--- src/hdl/ahkp_pkg.sv ---
// Shared types, constants and character decode functions for the hex key report parser.
package ahkp_pkg;

    localparam logic [7:0] LineFeed       = 8'd10;
    localparam logic [7:0] CarriageReturn = 8'd13;

    // The last counted character of a report is at this position; counting it completes a report.
    localparam logic [4:0] LastPos   = 5'd22;
    localparam int         SlotCount = 7;
    localparam int         StoredSlots = SlotCount - 1;

    localparam logic [2:0] SlotNone = 3'd7;

    typedef logic [7:0] byte_t;

    // Index 0 is the modifier and indexes 1 to 6 are the key slots.
    typedef byte_t [SlotCount-1:0] report_t;

    // Bit 4 is set when the character is not a hex digit, and bits 3:0 hold the digit value.
    function automatic logic [4:0] hex_value(input byte_t c);
        logic [4:0] v;
        v = 5'h10;
        if (c >= 8'h30 && c <= 8'h39)
        begin
            v = {1'b0, 4'(c - 8'h30)};
        end
        else if (c >= 8'h61 && c <= 8'h66)
        begin
            v = {1'b0, 4'(c - 8'h57)};
        end
        else if (c >= 8'h41 && c <= 8'h46)
        begin
            v = {1'b0, 4'(c - 8'h37)};
        end
        return v;
    endfunction

    function automatic byte_t pair_value(input byte_t hi, input byte_t lo);
        logic [4:0] h;
        logic [4:0] l;
        byte_t      v;
        h = hex_value(hi);
        l = hex_value(lo);
        if (h[4])
        begin
            v = 8'h00;
        end
        else if (l[4])
        begin
            v = {4'h0, h[3:0]};
        end
        else
        begin
            v = {h[3:0], l[3:0]};
        end
        return v;
    endfunction

    function automatic logic is_first_of_pair(input logic [4:0] p);
        logic r;
        case (p)
            5'd0, 5'd6, 5'd9, 5'd12, 5'd15, 5'd18, 5'd21: r = 1'b1;
            default: r = 1'b0;
        endcase
        return r;
    endfunction

    function automatic logic [2:0] second_slot(input logic [4:0] p);
        logic [2:0] s;
        case (p)
            5'd1:  s = 3'd0;
            5'd7:  s = 3'd1;
            5'd10: s = 3'd2;
            5'd13: s = 3'd3;
            5'd16: s = 3'd4;
            5'd19: s = 3'd5;
            5'd22: s = 3'd6;
            default: s = SlotNone;
        endcase
        return s;
    endfunction

endpackage

--- src/hdl/ascii_hex_key_report_parser.sv ---
// Top level of the hex key report parser: input register, report state and result register.
//
// Timing: an accepted byte is held in the input register and parsed from there; the result of
// the byte that completes a report is held in the result register, which drives out_valid.
// Throughput: one request per cycle. Only a byte that completes a report can be held back,
// and only while the result register still holds an untaken result and out_stall is high.
// Reset (rst_n, asynchronous, active low) clears the count, skip mode, pending digit,
// decoded bytes and both valid flags.
module ascii_hex_key_report_parser
(
    input  logic       clk,
    input  logic       rst_n,
    input  logic       in_valid,
    output logic       in_stall,
    input  logic [7:0] rx_byte,
    output logic       out_valid,
    input  logic       out_stall,
    output logic [7:0] modifier_bits,
    output logic [7:0] key_slot_0,
    output logic [7:0] key_slot_1,
    output logic [7:0] key_slot_2,
    output logic [7:0] key_slot_3,
    output logic [7:0] key_slot_4,
    output logic [7:0] key_slot_5
);

    // Input register: one received request waiting to be parsed.
    logic            s1_valid_reg;
    ahkp_pkg::byte_t s1_byte_reg;

    // Result register: one completed report waiting to be taken downstream.
    logic              out_valid_reg;
    ahkp_pkg::report_t out_data_reg;

    logic              emit;
    logic              advance;
    logic              emit_fire;
    ahkp_pkg::report_t report;

    // The parse step may proceed unless it completes a report while the result
    // register is full and not being drained this cycle.
    assign advance   = !emit || !out_valid_reg || !out_stall;
    assign emit_fire = s1_valid_reg && emit && advance;
    assign in_stall  = s1_valid_reg && !advance;

    ahkp_core u_core
    (
        .clk        (clk),
        .rst_n      (rst_n),
        .byte_valid (s1_valid_reg),
        .advance    (advance),
        .rx_byte    (s1_byte_reg),
        .emit       (emit),
        .report     (report)
    );

    always_ff @(posedge clk or negedge rst_n)
    begin
        if (!rst_n)
        begin
            s1_valid_reg <= 1'b0;
        end
        else if (!in_stall)
        begin
            s1_valid_reg <= in_valid;
        end
    end

    // The received byte is payload only and needs no reset.
    always_ff @(posedge clk)
    begin
        if (!in_stall && in_valid)
        begin
            s1_byte_reg <= rx_byte;
        end
    end

    always_ff @(posedge clk or negedge rst_n)
    begin
        if (!rst_n)
        begin
            out_valid_reg <= 1'b0;
        end
        else if (emit_fire)
        begin
            out_valid_reg <= 1'b1;
        end
        else if (!out_stall)
        begin
            out_valid_reg <= 1'b0;
        end
    end

    always_ff @(posedge clk)
    begin
        if (emit_fire)
        begin
            out_data_reg <= report;
        end
    end

    assign out_valid     = out_valid_reg;
    assign modifier_bits = out_data_reg[0];
    assign key_slot_0    = out_data_reg[1];
    assign key_slot_1    = out_data_reg[2];
    assign key_slot_2    = out_data_reg[3];
    assign key_slot_3    = out_data_reg[4];
    assign key_slot_4    = out_data_reg[5];
    assign key_slot_5    = out_data_reg[6];

    // The input side is held back only by a full result register that is itself stalled.
    a_stall_cause: assert property (@(posedge clk) disable iff (!rst_n)
        in_stall |-> (out_valid_reg && out_stall))
        else $error("input stalled without a blocked result");

    // A completed report is always presented in the following cycle.
    a_emit_lands: assert property (@(posedge clk) disable iff (!rst_n)
        emit_fire |=> out_valid_reg)
        else $error("completed report did not reach the result register");

endmodule

--- src/hdl/ahkp_core.sv ---
// Report state: character count, skip flag, pending high digit and decoded slot bytes.
module ahkp_core
(
    input  logic              clk,
    input  logic              rst_n,
    input  logic              byte_valid,
    input  logic              advance,
    input  ahkp_pkg::byte_t   rx_byte,
    output logic              emit,
    output ahkp_pkg::report_t report
);

    logic [4:0]      pos_reg;
    logic [4:0]      pos_next;
    logic            skip_reg;
    logic            skip_next;
    ahkp_pkg::byte_t pending_reg;
    ahkp_pkg::byte_t pending_next;
    ahkp_pkg::byte_t [ahkp_pkg::StoredSlots-1:0] dec_reg;
    ahkp_pkg::byte_t [ahkp_pkg::StoredSlots-1:0] dec_next;

    logic            counted;
    logic [2:0]      slot;
    ahkp_pkg::byte_t pair;
    logic            step;

    assign counted = byte_valid && (rx_byte != ahkp_pkg::LineFeed)
                     && (rx_byte != ahkp_pkg::CarriageReturn) && !skip_reg;
    assign slot    = ahkp_pkg::second_slot(pos_reg);
    assign pair    = ahkp_pkg::pair_value(pending_reg, rx_byte);
    assign emit    = counted && (pos_reg == ahkp_pkg::LastPos);
    assign step    = byte_valid && advance;

    always_comb
    begin
        report = {pair, dec_reg};
    end

    always_comb
    begin
        pos_next     = pos_reg;
        skip_next    = skip_reg;
        pending_next = pending_reg;
        dec_next     = dec_reg;
        if (byte_valid && rx_byte == ahkp_pkg::LineFeed)
        begin
            skip_next = 1'b0;
        end
        else if (counted)
        begin
            if (ahkp_pkg::is_first_of_pair(pos_reg))
            begin
                pending_next = rx_byte;
            end
            else if (slot < 3'(ahkp_pkg::StoredSlots))
            begin
                dec_next[slot] = pair;
            end
            if (emit)
            begin
                pos_next     = 5'd0;
                pending_next = 8'h00;
                dec_next     = '0;
                skip_next    = 1'b1;
            end
            else
            begin
                pos_next = pos_reg + 5'd1;
            end
        end
    end

    always_ff @(posedge clk or negedge rst_n)
    begin
        if (!rst_n)
        begin
            pos_reg     <= 5'd0;
            skip_reg    <= 1'b0;
            pending_reg <= 8'h00;
            dec_reg     <= '0;
        end
        else if (step)
        begin
            pos_reg     <= pos_next;
            skip_reg    <= skip_next;
            pending_reg <= pending_next;
            dec_reg     <= dec_next;
        end
    end

    // The count restarts when a report completes, so it never passes the last position.
    a_pos_bound: assert property (@(posedge clk) disable iff (!rst_n)
        pos_reg <= ahkp_pkg::LastPos)
        else $error("character count beyond last report position");

    // A completed report always puts the parser into skip mode with a cleared count.
    a_emit_skip: assert property (@(posedge clk) disable iff (!rst_n)
        (step && emit) |=> (skip_reg && pos_reg == 5'd0))
        else $error("skip mode not entered after a completed report");

endmodule

--- config.mk ---
export PLATFORM = sky130hd
export DESIGN_NAME = ascii_hex_key_report_parser
export DESIGN_NICKNAME = d
export VERILOG_FILES = /design/src/hdl/ahkp_pkg.sv /design/src/hdl/ascii_hex_key_report_parser.sv /design/src/hdl/ahkp_core.sv
export SDC_FILE = /design/constraint.sdc
export NUM_CORES = 1
export LEC_CHECK = 0
export BUFFER_PORTS_ARGS = -buffer_cell sky130_fd_sc_hd__buf_4
export CAP_MARGIN = 0
export CORE_AREA = 2 2 135 137
export CTS_BUF_LIST = sky130_fd_sc_hd__clkbuf_16
export DETAILED_ROUTE_END_ITERATION = 12
export DIE_AREA = 0 0 137 139
export SLEW_MARGIN = 20
export SYNTH_ARGS = -nofsm -noshare
export SYNTH_HDL_FRONTEND = slang
export SYNTH_SLANG_ARGS = --single-unit
--- constraint.sdc ---
create_clock -name clk -period 3.8 [get_ports clk]
set_input_delay 0.57 -clock clk [delete_from_list [all_inputs] [get_ports clk]]
set_output_delay 0.57 -clock clk [all_outputs]
set_load 0.05 [all_outputs]
Yosys cells after proc, flatten, opt, wreduce, memory -nomap -nowiden
Index checks and enable logic that the tools add are counted.
{ "totals": {"reg_bits": 128, "input_bits": 12, "output_inout_bits": 58, "elab_cells": 121} }
{ "op_classes": {"add_sub_neg": 7, "order_cmp": 15, "n_eq_ne": 18, "mux": 26, "n_bitwise": 1, "reduce_logical": 35} }
{ "op_table": {"columns": ["cell", "n"], "rows": [
  ["two-way mux 48 bit", 3],
  ["bitwise mux 48 bit", 1],
  ["two-way mux 8 bit", 5],
  ["two-way mux 5 bit", 7],
  [">= comparator 8 x 7 -> 1 bit (second input constant)", 4],
  ["less-or-equal comparator 8 x 7 -> 1 bit (second input constant)", 4],
  ["== test 5 x 4 -> 1 bit (second input constant)", 5],
  ["== test 5 bit (second input constant)", 5],
  ["demux 8 bit (select 3 bit)", 1],
  ["one-hot mux 3 bit (7 select lines)", 1],
  ["logical AND 1 bit", 17],
  [">= comparator 8 x 6 -> 1 bit (second input constant)", 2],
  ["less-or-equal comparator 8 x 6 -> 1 bit (second input constant)", 2],
  ["!= test 8 x 4 -> 1 bit (second input constant)", 2],
  ["subtractor 4 x 3 -> 4 bit (second input constant)", 4],
  ["== test 5 x 3 -> 1 bit (second input constant)", 2],
  ["== test 8 x 4 -> 1 bit (second input constant)", 1],
  ["two-way mux 1 bit", 8],
  ["nonzero test 2 bit", 4],
  ["subtractor 4 x 1 -> 4 bit (second input constant)", 2],
  ["OR reduction 7 bit", 1],
  ["logical NOT 1 bit", 6],
  ["AND reduction 3 bit", 2],
  ["adder 5 x 1 -> 5 bit (second input constant)", 1],
  ["other kinds (11)", 12]
]} }

Logic depth before layout (Yosys ltp)
Gate-level depths: netlist of the first run.
{ "depth": {"depth_word": 12, "mapped_depth": 9, "mapped_depth_nobuf": 8} }

By module
From an unflattened synthesis of the first run, not the netlist that was laid out.
{ "hier_totals": {"cells_unflattened": 340, "area_unflattened_um2": 5149.9} }
{ "modules_own_cells": {"columns": ["mod", "n_inst", "cells_per_inst", "area_each_um2"], "rows": [
  ["ahkp_core", 1, 265, 3128.0],
  ["ascii_hex_key_report_parser", 1, 75, 2021.9]
]} }

Least setup slack after synthesis of the first run
Ideal clock, no wire load.
{ "synth_path": {"kind": "reg2reg", "startpoint": "register s1_byte_reg[6]", "endpoint": "register u_core.dec_reg (netlist bit u_core.report[11])", "arrival_time_ns": 3.279, "setup_slack_ns": 0.454, "path_stages_with_launch": 7, "path_buffers": 0, "period_less_slack_ns": 3.346, "path_cell_list": "edfxtp_1 nor4_1 a311oi_2 nand3_2 clkinv_1 a21oi_1 a22o_1"} }
{ "synth_via": {"elab_chain_len": 11, "elab_cells_between_ends": 34, "cone_classes": "order compare (6); eq/ne (4); mux (9); bitwise (1); reduce/logical (14)"} }
{ "synth_lines": {"columns": ["element", "line", "source"], "rows": [
  ["start, declared", "ascii_hex_key_report_parser.sv:29", "ahkp_pkg::byte_t s1_byte_reg;"],
  ["start signal, assigned", "ascii_hex_key_report_parser.sv:74", "s1_byte_reg <= rx_byte;"],
  [">= comparator 8 x 7 -> 1 bit / less-or-equal comparator 8 x 7 -> 1 bit (equally long branches)", "ahkp_pkg.sv:31", "else if (c >= 8'h41 && c <= 8'h46)"],
  ["logical AND 1 bit", "ahkp_pkg.sv:31", null],
  ["two-way mux 5 bit", "ahkp_pkg.sv:31", null],
  ["two-way mux 5 bit", "ahkp_pkg.sv:27", "else if (c >= 8'h61 && c <= 8'h66)"],
  ["two-way mux 5 bit", "ahkp_pkg.sv:23", "if (c >= 8'h30 && c <= 8'h39)"],
  ["two-way mux 8 bit", "ahkp_pkg.sv:48", "else if (l[4])"],
  ["two-way mux 8 bit", "ahkp_pkg.sv:44", "if (h[4])"],
  ["bitwise mux 48 bit", "ahkp_core.sv:57", "dec_next[slot] = pair;"],
  ["two-way mux 48 bit", "ahkp_core.sv:55", "else if (slot < 3'(ahkp_pkg::StoredSlots))"],
  ["two-way mux 48 bit", "ahkp_core.sv:51", "if (ahkp_pkg::is_first_of_pair(pos_reg))"],
  ["two-way mux 48 bit", "ahkp_core.sv:59", "if (emit)"],
  ["end signal, assigned", "ahkp_core.sv:87", "dec_reg <= dec_next;"],
  ["end, declared", "ahkp_core.sv:19", "ahkp_pkg::byte_t [ahkp_pkg::StoredSlots-1:0] dec_reg;"]
]} }
Parallel ways exist; a longest one is shown, timed or not. The select of a mux whose other input is x is not followed.
A chain may end at the register's enable or synchronous reset.

Final worst setup path of the first run
{ "layout_path": {"startpoint": "register s1_byte_reg[0]", "endpoint": "output in_stall"} }
{ "layout_via": {"elab_chain_len": 10, "elab_cells_between_ends": 11, "cone_classes": "eq/ne (2); reduce/logical (9)"} }
{ "layout_lines": {"columns": ["element", "line", "source"], "rows": [
  ["!= test 8 x 4 -> 1 bit", "ahkp_core.sv:27", "assign counted = byte_valid && (rx_byte != ahkp_pkg::LineFeed)"],
  ["logical AND 1 bit", "ahkp_core.sv:27", null],
  ["logical AND 1 bit * (2 in a row)", "ahkp_core.sv:28", "&& (rx_byte != ahkp_pkg::CarriageReturn) && !skip_reg;"],
  ["logical AND 1 bit *", "ahkp_core.sv:31", "assign emit = counted && (pos_reg == ahkp_pkg::LastPos);"],
  ["logical NOT 1 bit *", "ascii_hex_key_report_parser.sv:42", "assign advance = !emit || !out_valid_reg || !out_stall;"],
  ["logical OR 1 bit * (2 in a row)", "ascii_hex_key_report_parser.sv:42", null],
  ["logical NOT 1 bit *", "ascii_hex_key_report_parser.sv:44", "assign in_stall = s1_valid_reg && !advance;"],
  ["logical AND 1 bit *", "ascii_hex_key_report_parser.sv:44", null],
  ["end, declared", "ascii_hex_key_report_parser.sv:14", "output logic in_stall,"]
]} }
Mark *: on every way between the ends. The rest lies on a longest branch, timed or not.

==> qor.yml, run 1 <==
status:
  status: "complete, no violations"
setup_path:
  crit_arrival_ns: 2.78
  worstPathCellList: "inv_1 -> ha_1 -> mux2_4 -> a311oi_2 -> nand2_1 -> buf_4 -> nor2_1 -> buf_4"
  crit_fanout: 13
  crit_top_cell: "buf_4"
  required_ns: 3.23
  critPathTopFamily: "buffers and inverters"
  worstSetupStartpoint: "s1_byte_reg[0]$_DFFE_PP_"
  path_buf_inv: 3
  ff2ff_setup_slack_ns: 0.84
  crit_type: "reg2out"
  slowest_stage: "a311oi_2"
  start_kind: "flip-flop"
  r2r_start: "s1_byte_reg[0]$_DFFE_PP_"
  crit_path_end_kind: "output port"
  cpPeakStageDelay_ns: 0.50
cts:
  cts_tree: "done"
  postCtsResizedCells: 0
  path_clk_slew_ns: 0.06
  cts_made_buffers: 17
  postCtsSetupBuffers: 0
  clk_latency_ns: 0.42
  clockBufferDepth: 2
  holdBufCountCts: 0
  htreeDepth: 4
  cts_sinks: 128
  clock-root-buffer: "clkbuf_16"
detailed_routing:
  drt_iter0_markers: 193
  wl_met1_um: 5150
  post-route-drc-count: 0
  wl_met3_um: 645
  top_layer: "met4"
  viasPerCell: 4.76
  drt_wl_total_um: 11100
  vias: 3344
  postRouteAntennaNets: 0
  wl_per_cell_um: 15.8
  wl_met2_um: 5150
  drt_pass1_iterations: 4
sta:
  finalSetupTns_ns: 0
  rsz0062_at_grt: "false"
  fin_crit_ns: 3.35
  min_period_over_period: 0.883
  fin_hold_ws_ns: 0.260
  drv_slew: 0
  hold_violations: 0
  finalSetupViolCount: 0
  maxSlewHeadroom: 0.449
  fmax_ghz: 0.298
  worst_pin_slew_ns: 0.826
  fin_skew_ns: 0.0126
floorplanning:
  die-width_um: 137
  start_util: 0.292
  die_y_um: 139
  dieArea_sq_um: 19000
  rows: 49
  ioPinCount: 70
  coreArea_sq_um: 17700
global_routing:
  grt_start_max_net_pins: 65
  grt_pass1_vias: 3270
  gr-usage-all-layers: 0.122
  grt_pass1_wl_um: 17700
  antenna_found_initial: 0
  grt-ovfl-total: 0
synth:
  synth_top_area_cell: "edfxtp_1"
  syn_nets: 407
  yosysSeqAreaShare: 0.683
  ys_ff_latch: 128
  synth.avg_cell_area_sq_um: 13.5
  synth-edff-count: 64
  yosysUniqueCellTypes: 55
  netlist_top_cells_area: "edfxtp_1 (37%), dfrtp_1 (31%), o21ai_0 (3.0%)"
  ys.flop_type: "edfxtp_1"
  synthCells: 383
  synth_warnings: 0
  async_reset_ff_frac: 0.500
  synth_area_sq_um: 5160
  synth_top_cell_area_share: 0.372
pwr:
  p_per_area_nw_per_um2: 682
  finalPower_mw: 4.43
  ir_drop_v: 0.000378
  leakagePower_nw: 2.77
cells_and_area:
  design_area_sq_um: 6490
  post-route-util: 0.368
  largest_register_ffs: 48
  final_layout_size_suffix_gt1_frac: 0.251
  num-nets-final: 485
  fillers: 1710
  syn2layout_area_growth_pct: 25.8
  antenna_cells: 0
place:
  place_congestion: 0.823
  io_buffers: 69
  hpwl_um: 7650
  dpl-instance-area_sq_um: 5930
worst_hold_path:
  min_path_type: "in2async"
run:
  maxCapViolCount: 0
where the power goes:
group | switching (mW) | internal (mW) | total (mW)
Clock | 0.628 | 0.905 | 1.53
Combinational | 0.581 | 0.363 | 0.944
Sequential | 0.212 | 1.74 | 1.95
Total | 1.42 | 3.01 | 4.43
per-layer routing:
| layer | global-route usage | up-vias |
|---|---|---|
| li1 | - | 1575 |
| met1 | 0.162 | 1637 |
| met2 | 0.185 | 115 |
| met3 | 0.0380 | 17 |
| met4 | 0.0494 | 0 |
| met5 | 0 | - |
cell usage in the layout (no fill, tap or decap), types with 12 or more instances in the layout:
master	n
buf_4	72
edfxtp_1	64
dfrtp_1	64
o21ai_0	31
nand3_1	30
nand2_1	24
nor2_1	19
inv_1	17
clkbuf_16	17
a22o_1	16
ha_1	12
synth_stat cells (2+ instances only):
cell	n
nand4_1	2
nand3_2	2
mux2i_1	9
nor2_1	19
a32o_1	8
buf_6	3
or2_0	3
dfrtp_1	64
o21bai_1	3
inv_1	17
nor2b_1	5
nor4b_1	2
clkbuf_1	10
nor3_1	5
ha_1	12
nand2b_1	7
a22o_1	16
edfxtp_1	64
o21ai_0	31
a21oi_1	8
nor4_1	2
nand2_1	24
xor2_1	4
nand3_1	30
o211ai_1	2
a31oi_1	2
worst register-to-register path, stage by stage, from the launching register on:
cell and delay (ns):
edfxtp_1 0.49, inv_1 0.13, ha_1 0.26, mux2_4 0.29, and3_2 0.23, nor4_4 0.57
nand3_2 0.33, and2_1 0.30, a22o_1 0.25
area by class of cell:
| type | count | area [sq um] | share of cell area |
|---|---|---|---|
| Timing Repair Buffer | 73 | 561 | 0.0863 |
| Clock inverter | 15 | 134 | 0.0206 |
| Clock buffer | 17 | 425 | 0.0655 |
| Sequential cell | 128 | 3520 | 0.543 |
| Inverter | 18 | 67.6 | 0.0104 |
| Tap cell | 229 | 287 | 0.0441 |
| Multi-Input combinational cell | 223 | 1500 | 0.230 |
per-stage QoR:
stage                     instances  setup WS (ns)
final                           703          0.445
after global routing            703          0.272
after CTS                       703          0.483
after detailed placement        671          0.905
after global placement          671           1.02
after floorplan                 383          0.454
kinds of logic (layout without fill, tap and decap cells):
group | count (synthesis) | in the layout | share of synthesized area
compound gates | 82 | 82 | 0.113
xor+xnor | 5 | 5 | 0.00848
fa+ha+maj | 12 | 12 | 0.0291
buf+inv | 32 | 123 | 0.0279
flops | 128 | 128 | 0.683
mux | 11 | 11 | 0.0225
simple gates | 113 | 113 | 0.117
worst paths after layout:
| path | end | cells past startpoint |
|---|---|---|
| setup / recovery | in_stall | 8 |
| setup reg to reg | u_core.report[19]$_DFFE_PN0P_ | 8 |
| min in group clk | s1_byte_reg[4]$_DFFE_PP_ | 1 |
| hold / removal | u_core.report[6]$_DFFE_PN0P_ | 1 |
| max in group asynchronous | u_core.pos_reg[4]$_DFFE_PN0P_ | 1 |
| hold reg to reg | key_slot_1[7]$_DFFE_PP_ | 0 |
Note: power is estimated with default switching activity, not from simulation.
==> inputs of run 2 (changes only) <==
--- a/config.mk
+++ b/config.mk
@@ -14,4 +14,5 @@
 export SLEW_MARGIN = 20
 export SYNTH_ARGS = -nofsm -noshare
 export SYNTH_HDL_FRONTEND = slang
+export SYNTH_HIERARCHICAL = 1
 export SYNTH_SLANG_ARGS = --single-unit
==> run 2 against run 1 <==
  * First-iteration DRC count rose by 13%
  * Wire length rose by 2.0%
  * Synthesized area fell by 0.24%
  * Worst setup slack improved by 0.040 ns
  * Clock skew fell by 0.0044 ns
  * Core utilization rose by 0.33 points
  * Register-to-register slack got worse by 0.35 ns
  * Total power fell by 4.0%
==> qor.yml, run 2 <==
sta:
  fin_crit_ns: 3.31
  fin_skew_ns: 0.00819
  fin_hold_ws_ns: 0.250
  maxSlewHeadroom: 0.437
  worst_pin_slew_ns: 0.843
  rsz0062_at_grt: "false"
  fmax_ghz: 0.302
  hold_violations: 0
  finalSetupTns_ns: 0
  min_period_over_period: 0.872
  finalSetupViolCount: 0
  drv_slew: 0
setup_path:
  crit_type: "reg2reg"
  crit_path_end_kind: "flip-flop"
  reg2regPathDepth: 12
  ff2ff_setup_slack_ns: 0.49
  start_kind: "flip-flop"
  crit_arrival_ns: 3.66
  required_ns: 4.15
  r2r_start: "s1_byte_reg[0]$_DFFE_PP_"
  regToRegEndpoint: "u_core/report[22]$_DFFE_PN0P_"
  crit_fanout: 10
cts:
  cts_tree: "done"
  postCtsSetupBuffers: 0
  holdBufCountCts: 0
  postCtsResizedCells: 0
  htreeDepth: 4
  clk_latency_ns: 0.41
  clockBufferDepth: 2
  cts_made_buffers: 17
  path_clk_slew_ns: 0.06
  cts_sinks: 128
  clock-root-buffer: "clkbuf_16"
synth:
  syn_nets: 363
  netlist_top_cells_area: "edfxtp_1 (37%), dfrtp_1 (31%), a22o_1 (6.6%)"
  synth_warnings: 6
  yosysUniqueCellTypes: 62
  synth-edff-count: 64
  synthCells: 340
  yosys-top-cells-count: "dfrtp_1 (64), edfxtp_1 (64), a22o_1 (39), nand2_1 (14)"
  synth.avg_cell_area_sq_um: 15.1
  async_reset_ff_frac: 0.500
  synth_top_cell_area_share: 0.373
  synth_top_area_cell: "edfxtp_1"
  yosysSeqAreaShare: 0.684
  synth_area_sq_um: 5150
  ys_ff_latch: 128
  ys.flop_type: "edfxtp_1"
global_routing:
  grt-ovfl-total: 0
  gr-usage-all-layers: 0.127
  grt_pass1_vias: 3379
  grt_start_max_net_pins: 65
  grt_pass1_wl_um: 18300
  antenna_found_initial: 0
place:
  place_congestion: 0.859
  io_buffers: 69
  hpwl_um: 7660
pwr:
  p_per_area_nw_per_um2: 649
  leakagePower_nw: 2.77
  ir_drop_v: 0.000372
cells_and_area:
  largest_register_ffs: 48
  syn2layout_area_growth_pct: 27.2
  antenna_cells: 0
  final_cell_mix: "buf_4 (73), edfxtp_1 (64), dfrtp_1 (64)"
  mostFrequentLayoutCell: "buf_4"
  final_layout_size_suffix_gt1_frac: 0.303
  num-nets-final: 445
detailed_routing:
  drt_iter0_markers: 219
  post-route-drc-count: 0
  vias: 3330
  drt_wl_total_um: 11300
  wl_per_cell_um: 17.1
  postRouteAntennaNets: 0
  drt_pass1_iterations: 4
  viasPerCell: 5.02
floorplanning:
  start_util: 0.292
  dieArea_sq_um: 19000
  rows: 49
  ioPinCount: 70
  die_y_um: 139
  coreArea_sq_um: 17700
  die-width_um: 137
worst_hold_path:
  min_path_type: "in2async"
status:
  status: "complete, no violations"
run:
  maxCapViolCount: 0
==> run 2: cell count changes after synthesis, moves of 6 or more <==
cell,previous run,this run
nand2_1,24,14
o21ai_0,31,5
mux2i_1,9,3
clkbuf_1,10,4
a22o_2,0,8
inv_1,17,10
nor2_1,19,11
nand3_1,30,9
a22o_1,16,39
==> run 2: metrics by stage <==
step / worst slack, ns / total power, mW / instance area [sq um] / cells / utilization
global route: 0.247 / 4.47 / 6550 / 664 / 0.371
finish: 0.486 / 4.25 / 6550 / 664 / 0.371
floorplan: 0.222 / 2.41 / 5150 / 340 / -
detailed placement: 0.562 / 2.65 / 5960 / 632 / 0.337
global placement: 0.744 / 2.62 / 5960 / 632 / 0.337
CTS: 0.542 / 4.28 / 6550 / 664 / 0.371
==> run 2: worst max path at each step <==
stage                     cells past startpoint                            end                     start
after floorplan                               6        key_slot_0[0]$_DFFE_PP_  s1_byte_reg[0]$_DFFE_PP_
after global placement                       11   u_core/report[2]$_DFFE_PN0P_  s1_byte_reg[1]$_DFFE_PP_
after detailed placement                     11  u_core/report[47]$_DFFE_PN0P_  s1_byte_reg[0]$_DFFE_PP_
after CTS                                    12  u_core/report[23]$_DFFE_PN0P_  s1_byte_reg[0]$_DFFE_PP_
after global routing                         12  u_core/report[23]$_DFFE_PN0P_  s1_byte_reg[0]$_DFFE_PP_
final                                        12  u_core/report[22]$_DFFE_PN0P_  s1_byte_reg[0]$_DFFE_PP_
==> run 2: kinds of logic after synthesis <==
kind of cell / Yosys count / synth area share
AOI/OAI and AO/OA: 96 / 0.162
and+or+nand+nor: 76 / 0.0918
DFF: 128 / 0.684
buffers and inverters: 21 / 0.0187
xor gates and xnor gates: 2 / 0.00340
muxes: 6 / 0.0131
adders and majority gates: 11 / 0.0267
==> run 2: area by class of cell <==
class	instances	area, sq um
fillers	1695	11100
repair buffers	74	568
multi-input cells	191	1540
inverters	10	37.5
flip-flops and latches	128	3520
well taps	229	287
clock inverters	15	169
clock buffers	17	425
==> run 2: worst max-delay path, cell delays in order, from the launching register on <==
cell      delay (ns)
edfxtp_1        0.50
inv_1           0.11
ha_1            0.22
mux2_4          0.30
a311oi_1        0.40
and2_1          0.25
nand3_1         0.12
nand2_1         0.19
a311oi_2        0.07
buf_4           0.20
and2_1          0.24
nor2_1          0.42
a22o_1          0.21
==> run 2: layer usage <==
| layer | track usage | up-vias | share of wire |
|---|---|---|---|
| li1 | - | 1519 | - |
| met1 | 0.165 | 1688 | 0.45 |
| met2 | 0.195 | 111 | 0.47 |
| met3 | 0.0398 | 12 | 0.057 |
| met4 | 0.0548 | 0 | 0.018 |
| met5 | 0 | - | 0 |
==> run 2: power by group <==
group          switching (mW)  internal, mW  total [mW]
sequential              0.189          1.63        1.82
combinational           0.499         0.323       0.822
clock                   0.582          1.03        1.61
total                    1.27          2.98        4.25
==> inputs of run 3 (changes only) <==
--- a/config.mk
+++ b/config.mk
@@ -11,6 +11,7 @@
 export CTS_BUF_LIST = sky130_fd_sc_hd__clkbuf_16
 export DETAILED_ROUTE_END_ITERATION = 12
 export DIE_AREA = 0 0 137 139
+export MAX_ROUTING_LAYER = met4
 export SLEW_MARGIN = 20
 export SYNTH_ARGS = -nofsm -noshare
 export SYNTH_HDL_FRONTEND = slang
==> run 3 against run 2 <==
  * Register-to-register slack is essentially flat
  * Global-route usage grew 0.36 points
  * Cell count unchanged
  * Sequential share of layout area unchanged
  * Fmax fell by 0.40%
  * Critical endpoint unchanged
  * Highest routed layer unchanged
==> qor.yml, run 3 (same netlist as run 2, synthesis figures left out) <==
status:
  status: "complete, no violations"
sta:
  fin_hold_ws_ns: 0.253
  finalSetupTns_ns: 0
  min_period_over_period: 0.876
  maxSlewHeadroom: 0.429
  rsz0062_at_grt: "false"
  hold_violations: 0
  fin_skew_ns: 0.00814
  finalSetupViolCount: 0
  drv_slew: 0
  fmax_ghz: 0.301
  fin_ws_ns: 0.472
  fin_crit_ns: 3.33
  worst_pin_slew_ns: 0.853
cts:
  cts_tree: "done"
  clockBufferDepth: 2
  htreeDepth: 4
  postCtsResizedCells: 0
  postCtsSetupBuffers: 0
  cts_sinks: 128
  clock-root-buffer: "clkbuf_16"
  cts_made_buffers: 17
  holdBufCountCts: 0
  path_clk_slew_ns: 0.06
  clk_latency_ns: 0.41
pwr:
  ir_drop_v: 0.000372
  leakagePower_nw: 2.77
  p_per_area_nw_per_um2: 649
  finalPower_mw: 4.25
place:
  dpl-instance-area_sq_um: 5960
  placed_cells: 632
  place_ws_ns: 0.562
  io_buffers: 69
  hpwl_um: 7660
  place_congestion: 0.873
global_routing:
  gr-usage-all-layers: 0.131
  grt_start_max_net_pins: 65
  antenna_found_initial: 0
  grt_pass1_wl_um: 18200
  grt_pass1_vias: 3384
  grt-ovfl-total: 0
cells_and_area:
  multi_input_comb_area_sq_um: 1540
  seqCellArea_sq_um: 3520
  final_layout_size_suffix_gt1_frac: 0.303
  antenna_cells: 0
  mostFrequentLayoutCell: "buf_4"
  post-route-util: 0.371
  largest_register_ffs: 48
  design_area_sq_um: 6550
  final_cell_mix: "buf_4 (73), edfxtp_1 (64), dfrtp_1 (64)"
  fillers: 1695
  instances_no_fill: 664
  num-nets-final: 445
  syn2layout_area_growth_pct: 27.2
detailed_routing:
  wl_met2_um: 5410
  wl_met3_um: 631
  vias: 3302
  drt_pass1_iterations: 4
  viasPerCell: 4.97
  drt_iter0_markers: 203
  postRouteAntennaNets: 0
  wl_met1_um: 5130
  post-route-drc-count: 0
  wl_per_cell_um: 17.1
  top_layer: "met4"
  drt_wl_total_um: 11400
setup_path:
  crit_type: "reg2reg"
  r2r_start: "s1_byte_reg[0]$_DFFE_PP_"
  crit_path_end_kind: "flip-flop"
  crit_fanout: 10
  reg2regPathDepth: 12
  crit_arrival_ns: 3.67
  required_ns: 4.15
  regToRegEndpoint: "u_core/report[22]$_DFFE_PN0P_"
  start_kind: "flip-flop"
  ff2ff_setup_slack_ns: 0.47
floorplanning:
  dieArea_sq_um: 19000
  rows: 49
  ioPinCount: 70
  start_util: 0.292
  die_y_um: 139
  die-width_um: 137
  coreArea_sq_um: 17700
worst_hold_path:
  min_path_type: "in2async"
run:
  maxCapViolCount: 0
==> run 3: final cells by class <==
cell class              count  area share
flip-flops and latches    128       0.538
clock buffers              17      0.0649
multi-input cells         191       0.235
well taps                 229      0.0437
repair buffers             74      0.0867
inverters                  10     0.00573
clock inverters            15      0.0258
==> run 3: worst max-delay path, stage by stage (launching register included) <==
cell and delay [ns]:
edfxtp_1 0.49, inv_1 0.11, ha_1 0.22, mux2_4 0.30
a311oi_1 0.40, and2_1 0.25, nand3_1 0.12, nand2_1 0.19
a311oi_2 0.07, buf_4 0.20, and2_1 0.24, nor2_1 0.44
a22o_1 0.22
==> run 3: report_power, final <==
group	leakage [nW]	internal (mW)	switching [mW]	total [mW]
registers	1.50	1.63	0.188	1.82
clock network	0.291	1.03	0.583	1.61
logic	0.980	0.322	0.498	0.820
total	2.77	2.98	1.27	4.25
==> run 3: worst max-delay path by stage <==
stage / startpoint / to / slack (ns) / cells past startpoint
after floorplan: s1_byte_reg[0]$_DFFE_PP_ / key_slot_0[0]$_DFFE_PP_ / 0.22 / 6
final: s1_byte_reg[0]$_DFFE_PP_ / u_core/report[22]$_DFFE_PN0P_ / 0.47 / 12
after CTS: s1_byte_reg[0]$_DFFE_PP_ / u_core/report[23]$_DFFE_PN0P_ / 0.54 / 12
after global routing: s1_byte_reg[0]$_DFFE_PP_ / u_core/report[23]$_DFFE_PN0P_ / 0.25 / 12
after global placement: s1_byte_reg[1]$_DFFE_PP_ / u_core/report[2]$_DFFE_PN0P_ / 0.74 / 11
after detailed placement: s1_byte_reg[0]$_DFFE_PP_ / u_core/report[47]$_DFFE_PN0P_ / 0.56 / 11
==> run 3: layer usage <==
layer | global-route usage | up-vias
met2 | 0.195 | 115
met1 | 0.165 | 1658
met5 | - | -
met4 | 0.0548 | 0
li1 | - | 1517
met3 | 0.0398 | 12
